$ cat src/cbpc_pkg.sv
// ----------------------------------------------------------------------------
// Checkerboard pixel color package
// Widths, configuration register codes and the data carried down the
// cell index divider pipeline.
// ----------------------------------------------------------------------------
package cbpc_pkg;

  localparam int COORD_BITS    = 16;
  localparam int COLOR_BITS    = 64;
  localparam int LEVEL_BITS    = 4;
  localparam int CFG_IDX_BITS  = 3;
  localparam int CFG_DATA_BITS = COLOR_BITS;

  typedef enum logic [CFG_IDX_BITS-1:0] {
    REG_CELL_WIDTH    = 3'd0,
    REG_CELL_HEIGHT   = 3'd1,
    REG_GRID_OFFSET_X = 3'd2,
    REG_GRID_OFFSET_Y = 3'd3,
    REG_FIRST_COLOR   = 3'd4,
    REG_SECOND_COLOR  = 3'd5
  } cfg_reg_t;

  typedef logic [COORD_BITS-1:0] coord_t;
  typedef logic [COLOR_BITS-1:0] color_t;

  localparam coord_t CELL_SIZE_RESET = coord_t'(16);

  typedef struct packed {
    coord_t cell_width;
    coord_t cell_height;
    coord_t grid_offset_x;
    coord_t grid_offset_y;
    color_t first_color;
    color_t second_color;
  } cfg_regs_t;

  // One axis of the restoring divider: the dividend shifts out at the top,
  // the partial remainder stays below the divisor, q is the newest quotient bit.
  typedef struct packed {
    coord_t num;
    coord_t rem;
    coord_t size;
    logic   q;
  } div_lane_t;

  typedef struct packed {
    div_lane_t x;
    div_lane_t y;
    logic      flip;
    logic      last;
  } div_item_t;

  function automatic div_lane_t div_step(input div_lane_t a);
    logic [COORD_BITS:0] trial;
    logic [COORD_BITS:0] diff;
    div_lane_t           r;
    trial  = {a.rem, a.num[COORD_BITS-1]};
    diff   = trial - {1'b0, a.size};
    r      = a;
    r.num  = {a.num[COORD_BITS-2:0], 1'b0};
    if (trial >= {1'b0, a.size}) begin
      r.rem = diff[COORD_BITS-1:0];
      r.q   = 1'b1;
    end else begin
      r.rem = trial[COORD_BITS-1:0];
      r.q   = 1'b0;
    end
    return r;
  endfunction

endpackage

$ cat src/cbpc_if.sv
// ----------------------------------------------------------------------------
// Checkerboard pixel color channels
// Pixel request, color result and register write channels with valid/ready.
// ----------------------------------------------------------------------------
interface cbpc_in_if
  import cbpc_pkg::*;
();
  logic                         valid;
  logic                         ready;
  logic signed [COORD_BITS-1:0] pixel_x;
  logic signed [COORD_BITS-1:0] pixel_y;
  logic [LEVEL_BITS-1:0]        detail_level;
  logic                         last_in;

  modport source (output valid, pixel_x, pixel_y, detail_level, last_in, input ready);
  modport sink   (input valid, pixel_x, pixel_y, detail_level, last_in, output ready);
endinterface

interface cbpc_out_if
  import cbpc_pkg::*;
();
  logic                  valid;
  logic                  ready;
  logic [COLOR_BITS-1:0] pixel_color;
  logic                  cell_parity;
  logic                  last_out;

  modport source (output valid, pixel_color, cell_parity, last_out, input ready);
  modport sink   (input valid, pixel_color, cell_parity, last_out, output ready);
endinterface

interface cbpc_cfg_if
  import cbpc_pkg::*;
();
  logic                     valid;
  logic                     ready;
  logic [CFG_IDX_BITS-1:0]  reg_index;
  logic [CFG_DATA_BITS-1:0] wr_data;

  modport source (output valid, reg_index, wr_data, input ready);
  modport sink   (input valid, reg_index, wr_data, output ready);
endinterface

$ cat src/checkerboard_pixel_color_core.sv
// ----------------------------------------------------------------------------
// Checkerboard pixel color core
// Maps a pixel coordinate and detail level to one of two checkerboard colors.
// ----------------------------------------------------------------------------
// Usage:
// A pixel request on in_pix carries pixel_x, pixel_y, detail_level and
// last_in; for each request exactly one result leaves on out_pix with the
// chosen color, the cell parity and the copied last marker, in order.
// Registers are written on cfg_wr (index, data); the port is always ready,
// and writes are meant to happen only while no request is in flight.
// A request passes one front stage for the offset subtract and cell size
// shift, 16 divider stages (one quotient bit of a 16-bit restoring division
// per stage) and the output register on its way to a valid result. One
// request is accepted every cycle while out_pix is ready.
// When the receiver stalls, results back up stage by stage; empty stages
// still fill, so in_pix stays ready until every stage holds a request.
// Reset clears all stage valid bits and loads the register defaults:
// 16 by 16 cells, zero offsets, first color zero, second color all ones.
// ----------------------------------------------------------------------------
module checkerboard_pixel_color_core
  import cbpc_pkg::*;
(
  input  logic       clk,
  input  logic       rst_n,
  cbpc_in_if.sink    in_pix,
  cbpc_out_if.source out_pix,
  cbpc_cfg_if.sink   cfg_wr
);

  cfg_regs_t regs;

  logic      front_valid;
  div_item_t front_item;
  logic      front_ready;
  logic      div_valid;
  div_item_t div_item;
  logic      div_ready;

  logic   out_valid_r;
  logic   out_valid_nxt;
  color_t color_r;
  logic   parity_r;
  logic   last_r;
  logic   parity_nxt;

  cbpc_cfg u_cfg (
    .clk   (clk),
    .rst_n (rst_n),
    .cfg   (cfg_wr),
    .regs  (regs)
  );

  cbpc_front u_front (
    .clk      (clk),
    .rst_n    (rst_n),
    .pix      (in_pix),
    .regs     (regs),
    .dn_valid (front_valid),
    .dn_item  (front_item),
    .dn_ready (front_ready)
  );

  cbpc_div_pipe u_div (
    .clk      (clk),
    .rst_n    (rst_n),
    .up_valid (front_valid),
    .up_item  (front_item),
    .up_ready (front_ready),
    .dn_valid (div_valid),
    .dn_item  (div_item),
    .dn_ready (div_ready)
  );

  assign div_ready   = !out_valid_r || out_pix.ready;
  assign parity_nxt  = div_item.x.q ^ div_item.y.q ^ div_item.flip;

  assign out_pix.valid       = out_valid_r;
  assign out_pix.pixel_color = color_r;
  assign out_pix.cell_parity = parity_r;
  assign out_pix.last_out    = last_r;

  always_comb begin
    out_valid_nxt = out_valid_r;
    if (div_ready) begin
      out_valid_nxt = div_valid;
    end
  end

  always_ff @(posedge clk) begin
    if (!rst_n) begin
      out_valid_r <= 1'b0;
    end else begin
      out_valid_r <= out_valid_nxt;
    end
  end

  always_ff @(posedge clk) begin
    if (div_ready && div_valid) begin
      color_r  <= parity_nxt ? regs.second_color : regs.first_color;
      parity_r <= parity_nxt;
      last_r   <= div_item.last;
    end
  end

endmodule

$ cat src/cbpc_cfg.sv
// ----------------------------------------------------------------------------
// Checkerboard configuration registers
// Holds cell sizes, grid offsets and the two colors; unknown indexes are dropped.
// ----------------------------------------------------------------------------
module cbpc_cfg
  import cbpc_pkg::*;
(
  input  logic         clk,
  input  logic         rst_n,
  cbpc_cfg_if.sink     cfg,
  output cfg_regs_t    regs
);

  cfg_regs_t regs_r;
  cfg_regs_t regs_nxt;

  assign cfg.ready = 1'b1;
  assign regs      = regs_r;

  always_comb begin
    regs_nxt = regs_r;
    if (cfg.valid) begin
      case (cfg_reg_t'(cfg.reg_index))
        REG_CELL_WIDTH:    regs_nxt.cell_width    = cfg.wr_data[COORD_BITS-1:0];
        REG_CELL_HEIGHT:   regs_nxt.cell_height   = cfg.wr_data[COORD_BITS-1:0];
        REG_GRID_OFFSET_X: regs_nxt.grid_offset_x = cfg.wr_data[COORD_BITS-1:0];
        REG_GRID_OFFSET_Y: regs_nxt.grid_offset_y = cfg.wr_data[COORD_BITS-1:0];
        REG_FIRST_COLOR:   regs_nxt.first_color   = cfg.wr_data[COLOR_BITS-1:0];
        REG_SECOND_COLOR:  regs_nxt.second_color  = cfg.wr_data[COLOR_BITS-1:0];
        default:           regs_nxt = regs_r;
      endcase
    end
  end

  always_ff @(posedge clk) begin
    if (!rst_n) begin
      regs_r.cell_width    <= CELL_SIZE_RESET;
      regs_r.cell_height   <= CELL_SIZE_RESET;
      regs_r.grid_offset_x <= '0;
      regs_r.grid_offset_y <= '0;
      regs_r.first_color   <= '0;
      regs_r.second_color  <= '1;
    end else begin
      regs_r <= regs_nxt;
    end
  end

endmodule

$ cat src/cbpc_front.sv
// ----------------------------------------------------------------------------
// Checkerboard front stage
// Subtracts the grid offset, folds negative distances and derives cell sizes.
// ----------------------------------------------------------------------------
module cbpc_front
  import cbpc_pkg::*;
(
  input  logic       clk,
  input  logic       rst_n,
  cbpc_in_if.sink    pix,
  input  cfg_regs_t  regs,
  output logic       dn_valid,
  output div_item_t  dn_item,
  input  logic       dn_ready
);

  logic      valid_r;
  logic      valid_nxt;
  div_item_t item_r;
  div_item_t item_nxt;

  logic [COORD_BITS:0] dist_x;
  logic [COORD_BITS:0] dist_y;
  logic                neg_x;
  logic                neg_y;
  coord_t              size_x;
  coord_t              size_y;

  assign pix.ready = !valid_r || dn_ready;
  assign dn_valid  = valid_r;
  assign dn_item   = item_r;

  always_comb begin
    dist_x = {pix.pixel_x[COORD_BITS-1], pix.pixel_x}
           - {regs.grid_offset_x[COORD_BITS-1], regs.grid_offset_x};
    dist_y = {pix.pixel_y[COORD_BITS-1], pix.pixel_y}
           - {regs.grid_offset_y[COORD_BITS-1], regs.grid_offset_y};
    neg_x  = dist_x[COORD_BITS];
    neg_y  = dist_y[COORD_BITS];
    size_x = regs.cell_width >> pix.detail_level;
    size_y = regs.cell_height >> pix.detail_level;
    if (size_x == '0) begin
      size_x = coord_t'(1);
    end
    if (size_y == '0) begin
      size_y = coord_t'(1);
    end
    // Floor division of a negative d equals -(~d / s) - 1, whose parity is
    // the parity of ~d / s inverted.
    item_nxt.x.num  = neg_x ? ~dist_x[COORD_BITS-1:0] : dist_x[COORD_BITS-1:0];
    item_nxt.x.rem  = '0;
    item_nxt.x.size = size_x;
    item_nxt.x.q    = 1'b0;
    item_nxt.y.num  = neg_y ? ~dist_y[COORD_BITS-1:0] : dist_y[COORD_BITS-1:0];
    item_nxt.y.rem  = '0;
    item_nxt.y.size = size_y;
    item_nxt.y.q    = 1'b0;
    item_nxt.flip   = neg_x ^ neg_y;
    item_nxt.last   = pix.last_in;
  end

  always_comb begin
    valid_nxt = valid_r;
    if (pix.ready) begin
      valid_nxt = pix.valid;
    end
  end

  always_ff @(posedge clk) begin
    if (!rst_n) begin
      valid_r <= 1'b0;
    end else begin
      valid_r <= valid_nxt;
    end
  end

  always_ff @(posedge clk) begin
    if (pix.ready && pix.valid) begin
      item_r <= item_nxt;
    end
  end

endmodule

$ cat src/cbpc_div_pipe.sv
// ----------------------------------------------------------------------------
// Checkerboard cell index divider
// Pipelined restoring divider, one quotient bit per stage on both axes.
// ----------------------------------------------------------------------------
module cbpc_div_pipe
  import cbpc_pkg::*;
(
  input  logic       clk,
  input  logic       rst_n,
  input  logic       up_valid,
  input  div_item_t  up_item,
  output logic       up_ready,
  output logic       dn_valid,
  output div_item_t  dn_item,
  input  logic       dn_ready
);

  localparam int NSTAGES = COORD_BITS;

  logic [NSTAGES-1:0] valid_r;
  logic [NSTAGES-1:0] stage_ready;
  div_item_t          stage_r [NSTAGES];

  assign up_ready = stage_ready[0];
  assign dn_valid = valid_r[NSTAGES-1];
  assign dn_item  = stage_r[NSTAGES-1];

  for (genvar k = 0; k < NSTAGES; k++) begin : g_stage
    logic      in_valid;
    div_item_t in_item;
    div_item_t step_item;
    logic      next_ready;

    if (k == 0) begin : g_first
      assign in_valid = up_valid;
      assign in_item  = up_item;
    end else begin : g_rest
      assign in_valid = valid_r[k-1];
      assign in_item  = stage_r[k-1];
    end

    if (k == NSTAGES - 1) begin : g_last
      assign next_ready = dn_ready;
    end else begin : g_mid
      assign next_ready = stage_ready[k+1];
    end

    // A stage takes a new request when it is empty or its content moves on.
    assign stage_ready[k] = !valid_r[k] || next_ready;

    always_comb begin
      step_item   = in_item;
      step_item.x = div_step(in_item.x);
      step_item.y = div_step(in_item.y);
    end

    always_ff @(posedge clk) begin
      if (!rst_n) begin
        valid_r[k] <= 1'b0;
      end else if (stage_ready[k]) begin
        valid_r[k] <= in_valid;
      end
    end

    always_ff @(posedge clk) begin
      if (stage_ready[k] && in_valid) begin
        stage_r[k] <= step_item;
      end
    end
  end

endmodule

$ cat src/flat_wrapper.sv
// flat-port wrapper written by rule: the top's interface ports become plain ports
module checkerboard_pixel_color_core_flat import cbpc_pkg::*;
  (clk, rst_n, in_pix_valid, in_pix_pixel_x, in_pix_pixel_y, in_pix_detail_level, in_pix_last_in, in_pix_ready, out_pix_valid, out_pix_pixel_color, out_pix_cell_parity, out_pix_last_out, out_pix_ready, cfg_wr_valid, cfg_wr_reg_index, cfg_wr_wr_data, cfg_wr_ready);
  cbpc_in_if in_pix_i ();
  cbpc_out_if out_pix_i ();
  cbpc_cfg_if cfg_wr_i ();
  input  logic clk;
  input  logic rst_n;
  input wire logic [$bits(in_pix_i.valid)-1:0] in_pix_valid;
  input wire logic [$bits(in_pix_i.pixel_x)-1:0] in_pix_pixel_x;
  input wire logic [$bits(in_pix_i.pixel_y)-1:0] in_pix_pixel_y;
  input wire logic [$bits(in_pix_i.detail_level)-1:0] in_pix_detail_level;
  input wire logic [$bits(in_pix_i.last_in)-1:0] in_pix_last_in;
  output wire logic [$bits(in_pix_i.ready)-1:0] in_pix_ready;
  output wire logic [$bits(out_pix_i.valid)-1:0] out_pix_valid;
  output wire logic [$bits(out_pix_i.pixel_color)-1:0] out_pix_pixel_color;
  output wire logic [$bits(out_pix_i.cell_parity)-1:0] out_pix_cell_parity;
  output wire logic [$bits(out_pix_i.last_out)-1:0] out_pix_last_out;
  input wire logic [$bits(out_pix_i.ready)-1:0] out_pix_ready;
  input wire logic [$bits(cfg_wr_i.valid)-1:0] cfg_wr_valid;
  input wire logic [$bits(cfg_wr_i.reg_index)-1:0] cfg_wr_reg_index;
  input wire logic [$bits(cfg_wr_i.wr_data)-1:0] cfg_wr_wr_data;
  output wire logic [$bits(cfg_wr_i.ready)-1:0] cfg_wr_ready;
  assign in_pix_i.valid = in_pix_valid;
  assign in_pix_i.pixel_x = in_pix_pixel_x;
  assign in_pix_i.pixel_y = in_pix_pixel_y;
  assign in_pix_i.detail_level = in_pix_detail_level;
  assign in_pix_i.last_in = in_pix_last_in;
  assign in_pix_ready = in_pix_i.ready;
  assign out_pix_valid = out_pix_i.valid;
  assign out_pix_pixel_color = out_pix_i.pixel_color;
  assign out_pix_cell_parity = out_pix_i.cell_parity;
  assign out_pix_last_out = out_pix_i.last_out;
  assign out_pix_i.ready = out_pix_ready;
  assign cfg_wr_i.valid = cfg_wr_valid;
  assign cfg_wr_i.reg_index = cfg_wr_reg_index;
  assign cfg_wr_i.wr_data = cfg_wr_wr_data;
  assign cfg_wr_ready = cfg_wr_i.ready;
  checkerboard_pixel_color_core u_core (.clk(clk), .rst_n(rst_n), .in_pix(in_pix_i), .out_pix(out_pix_i), .cfg_wr(cfg_wr_i));
endmodule
$ cat config.mk
export PLATFORM = sky130hd
export DESIGN_NAME = checkerboard_pixel_color_core_flat
export DESIGN_NICKNAME = d
export VERILOG_FILES = /design/src/cbpc_pkg.sv /design/src/cbpc_if.sv /design/src/checkerboard_pixel_color_core.sv /design/src/cbpc_cfg.sv /design/src/cbpc_front.sv /design/src/cbpc_div_pipe.sv /design/src/flat_wrapper.sv
export SDC_FILE = /design/constraint.sdc
export NUM_CORES = 2
export LEC_CHECK = 0
export BUFFER_PORTS_ARGS = -buffer_cell sky130_fd_sc_hd__buf_2
export CAP_MARGIN = 20
export CORE_MARGIN = 1
export CORE_UTILIZATION = 63
export DETAILED_ROUTE_END_ITERATION = 7
export GPL_TIMING_DRIVEN = 0
export MAX_ROUTING_LAYER = met4
export PLACE_DENSITY_LB_ADDON = 0.12
export SLEW_MARGIN = 20
export SYNTH_ARGS = -nofsm -noshare
export SYNTH_HDL_FRONTEND = slang
export SYNTH_SLANG_ARGS = --single-unit
$ cat constraint.sdc
create_clock -name clk -period 14.3 [get_ports clk]
set_clock_uncertainty 0.1 [all_clocks]
set_input_delay 1.43 -clock clk [delete_from_list [all_inputs] [get_ports clk]]
set_output_delay 1.43 -clock clk [all_outputs]
set_load 0.02 [all_outputs]
Word-level counts from Yosys, hierarchy flattened
Memories as Yosys holds them, arrays and structs flattened.
Index checks and enable logic that the tools add are counted.
- $add $sub $neg: 34
- magnitude comparators: 32
- eq/ne operators: 5
- shifts and indexed selects: 2
- mux-type cells: 99
- bitwise operators: 5
- reduce and logical (&&, ||, !) cells: 63
- operators with widths (cell ; number):
    2-to-1 mux 16 bit ; 34
    greater-or-equal comparator 17 x 16 -> 1 bit ; 30
    subtractor 16 bit ; 30
    2-to-1 mux 1 bit ; 64
    2-to-1 mux 64 bit ; 1
    subtractor 16 x 16 -> 17 bit ; 2
    greater-or-equal comparator 1 x 16 -> 1 bit ; 2
    zero test 16 bit ; 2
    inverter 16 bit ; 2
    >> shifter 16 x 4 -> 16 bit ; 2
    subtractor 1 x 16 -> 16 bit ; 2
    logical AND 1 bit ; 18
    zero test 1 bit ; 18
    logical OR 1 bit ; 18
    AND reduction 2 bit ; 6
    equality test 3 x 2 -> 1 bit, second input constant ; 2
    equality test 3 bit, second input constant ; 2
    equality test 3 x 1 -> 1 bit, second input constant ; 1
    zero test 3 bit ; 1
    XOR 1 bit ; 3
- bits in registers: 342
- RAM bits: 1568
- word-level logic and storage cells: 274
- memories kept: 1
- memories (name ; words ; bits a word ; rd ports ; clocked after Yosys merged registers in ; wr ports ; RTL line ; text):
    u_core.u_div.stage_r ; 16 ; 98 ; 16 ; 0 ; 16 ; cbpc_div_pipe.sv:22 ; div_item_t stage_r [NSTAGES];

Depth between registers and ports, before layout
- word-level depth: 21
- mapped depth: 12
- mapped depth without buffers: 12

By module
Synthesis repeated with hierarchy kept, for this count alone.
- cell total of the unflattened synthesis: 7203
- area total of the unflattened synthesis: 87765.4 um^2
- by module, submodules not included (module ; times used ; cells an instance ; area each (um^2) ; sequential area each (um^2)):
    cbpc_div_pipe ; 1 ; 5672 ; 71210.8 ; 39297.7
    cbpc_cfg ; 1 ; 769 ; 7647.3 ; 3843.7
    cbpc_front ; 1 ; 618 ; 5878.1 ; 2001.9
    checkerboard_pixel_color_core ; 1 ; 144 ; 3029.2 ; 2001.9

Least setup slack after synthesis
Ideal clock, no wire load.
- path type: input to register
- start point: input out_pix_ready
- end point: memory u_core.u_div.stage_r[0][0] (netlist bit) (enable)
- library setup time: 0.698 ns
- arrival: 9.630 ns
- required time: 13.502 ns
- setup slack: 3.872 ns
- cell stages on the path: 9
- path buffers: 2
- path through: nand2b_1 > nor3_2 > and3_1 > buf_2 > and3_2 > and3_2 > and3_1 > buf_2 > a21boi_0
- RTL lines (what ; RTL line ; text):
    start, declared ; flat_wrapper.sv:19 ; input wire logic [$bits(out_pix_i.ready)-1:0] out_pix_ready;
    end, declared ; cbpc_div_pipe.sv:22 ;

Worst setup path after layout
- start point: input out_pix_ready
- end point: output in_pix_ready
- word-level cells in the longest chain between the ends: 18
- ends and longest elaborated chain (what ; RTL line ; text):
    logical OR 1 bit ; checkerboard_pixel_color_core.sv:74 ; assign div_ready = !out_valid_r || out_pix.ready;
    logical OR 1 bit (16 in series) ; cbpc_div_pipe.sv:49 ; assign stage_ready[k] = !valid_r[k] || next_ready;
    logical OR 1 bit ; cbpc_front.sv:29 ; assign pix.ready = !valid_r || dn_ready;
    end, declared ; flat_wrapper.sv:14 ; output wire logic [$bits(in_pix_i.ready)-1:0] in_pix_ready;
Every way passes these cells.

==> impl_results.md <==
- Status: finished clean
- Crit share post-route: 0.412
- Layout cells sized above 1: 0.121
- Core ar.: 126,000 sq um
- CTS Buf Count: 164
- Largest net degree at the start of global routing: 40
- Chip Width: 359 um
- P_leak: 34.9 nW
- CTS max path bufs: 3
- Final HPWL DP: 126 mm
- RSZ-0062 raised after global routing: no
- Ys flop type: edfxtp_1
- Nets: 7,939
- PostCTS Resize Cnt: 0
- Startpoint types: input pin
- Post-CTS Setup Bufs: 0
- Final Hold Viols: 0
- Pre-Repair DR Iteration Count: 6
- Die height: 359 um
- Setup Slack @ Placement: 8.58 ns
- DRC Markers: 0
- Post-route setup TNS: 0 ns
- First-pass GRT wire length: 271 mm
- Die footprint: 129,000 sq um
- Avg Cell Area, Syn: 11.6 sq um
- Fin crit period: 5.88 ns
- Initial Util: 0.637
- Placed insts: 8,768
- Routed via count: 52,558
- Asr flop ratio synth: 0
- # port buffers: 171
- Final setup viols: 0
- RePlAce Congestion: 0.944
- Gr ovfl total: 0
- Critical Path RT: 12.77 ns
- Initial drt markers: 3,943
- Vias/cell: 5.79
- Antenna Nets Post-Route: 0
- Fin. max-slew vios: 0
- Worst-Margin Slew: 1.10 ns
- Distinct cells, synth: 86
- Wirelength per Cell: 18.7 um
- Sequential area share after synthesis: 0.563
- Critical Path End Type: primary output
- Cell Pwr Density: 107 nW/um^2
- EDFF count, synth: 1,366
- Reg clk slew, reported paths: 0.06 ns
- Post-synthesis cell area: 80,300 sq um
- Syn nets: 7,553
- IO Count: 178
- CTS tree: yes
- YS warnings: 0
- Antenna violations before repair: 7
- Layout Cells excl Fill: 9,076
- GRT Resource Usage Total: 0.269
- HP Class: flip-flop to flip-flop
- Commonest non-fill, non-tap cell in the layout: edfxtp_1
- Vias in the first global route: 52,413
- Slew Limit Headroom: 0.266
- P&R area growth vs syn: 11.8%
- H-tree level count: 4
- Final Routed Wirelength: 170 mm
- # rows: 130
- Critical path class: input pin to primary output
- Max IR drop VDD: 143 uV
- Worst-path fanout max: 7
- Crit path DAT: 4.35 ns
- Clock Latency Late Sink: 0.80 ns
- Most frequent cells in the layout: edfxtp_1, inv_1, nand2_1, nor2_1, ha_1
- Number of synthesized register bits: 1,576
- Hold_buf cts: 0
- Root Driver: clkbuf_16
- Max Cap Violations: 0
- Syn Inst Count: 6,898
- Clk sinks: 1,576
- Fmax: 0.170 GHz
- Final worst slack: 8.42 ns
cells by family (layout without fill, tap and decap cells):
group	count (synthesis)	count (layout)	synth area share
xor gates and xnor gates	382	382	0.0416
adders and majority gates	546	546	0.0878
and+or+nand+nor	1780	1780	0.100
AOI/OAI and AO/OA	1508	1508	0.125
buffers and inverters	813	1337	0.0398
DFF	1576	1576	0.563
muxes	292	292	0.0428
other	1	5	0.0000467
critical path, cell delays in order:
cell,delay (ns)
buf_2,0.10
nand2b_1,0.17
nor3_2,0.49
and3_1,0.25
buf_2,0.22
and3_2,0.32
and3_2,0.32
and3_1,0.19
buf_2,0.26
nand3_1,0.31
buf_2,0.27
synth_stat cells, types with 41 or more instances:
master,number,area share
xnor2_1,247,0.027
nor2b_1,80,0.0062
nand2_1,626,0.029
mux2i_1,41,0.0051
nor4_1,46,0.0036
nor3_1,67,0.0042
ha_1,516,0.080
xor2_1,135,0.015
mux2_2,219,0.031
a31oi_1,48,0.0037
dfxtp_1,210,0.052
or3_1,46,0.0036
o21ai_0,180,0.011
nand3_1,131,0.0082
nor2_1,576,0.027
o21a_1,105,0.0098
inv_1,653,0.031
edfxtp_1,1366,0.51
clkbuf_1,89,0.0042
nand2b_1,59,0.0046
a21o_1,134,0.013
a21boi_0,177,0.017
a21oi_1,513,0.032
a211oi_1,54,0.0050
sequential cells by signal (all words and copies together) (netlist names), 15 cells and up:
signal                         cells
u_core.out_pix.pixel_color        64
u_core.u_front.dn_item            66
u_core.u_cfg.regs                192
u_core.u_div.g_stage.in_valid     15
u_core.u_div.stage_r            1234
final cells by class:
| cell class | count | area, sq um |
|---|---|---|
| multi-input combinational | 4509 | 32100 |
| clock buffer | 218 | 4480 |
| sequential | 1576 | 45200 |
| timing repair buffer | 220 | 2020 |
| antenna | 4 | 10.0 |
| clock inverter | 86 | 751 |
| buffer | 157 | 738 |
| inverter | 656 | 2460 |
| fill | 8620 | 36200 |
| tap | 1650 | 2060 |
where the power goes:
group	leakage, nW	switching (mW)	total (mW)	internal, mW
Clock	2.58	1.78	4.12	2.35
Sequential	14.1	0.0330	5.07	5.03
Combinational	18.2	0.247	0.418	0.171
metal layers:
| layer | vias up | part of all wire | wire [um] | GRT usage |
|---|---|---|---|---|
| met5 | - | 0 | 0 | - |
| met4 | 0 | 0.037 | 6210 | 0.105 |
| met3 | 364 | 0.047 | 8000 | 0.0363 |
| met2 | 1386 | 0.51 | 86100 | 0.465 |
| met1 | 25078 | 0.41 | 69400 | 0.320 |
| li1 | 25730 | - | - | - |
worst paths after layout:
kind,start,endpoint,slack (ns),depth (start not counted)
min,u_core.u_div.stage_r[1][686]$_DFFE_PP_,u_core.out_pix.last_out$_DFFE_PP_,0.30,0
max reg2reg,u_core.u_div.g_stage[14].in_valid$_SDFFE_PN0P_,u_core.u_div.stage_r[0][51]$_DFFE_PP_,10.39,13
max,out_pix_ready,in_pix_ready,8.42,11
min reg2reg,u_core.u_div.stage_r[1][686]$_DFFE_PP_,u_core.out_pix.last_out$_DFFE_PP_,0.30,0
metrics by stage:
step	hold WS, ns	power, mW	util	instance area (sq um)
2_1_floorplan	0.300	5.44	-	80300
3_3_place_gp	0.300	5.56	0.660	83300
3_5_place_dp	0.305	5.57	0.671	84600
4_1_cts	0.305	9.68	0.712	89800
5_1_grt	0.319	9.89	0.713	89800
6_report	0.304	9.61	0.713	89800
No activity file was read; power rests on OpenSTA's default activity.
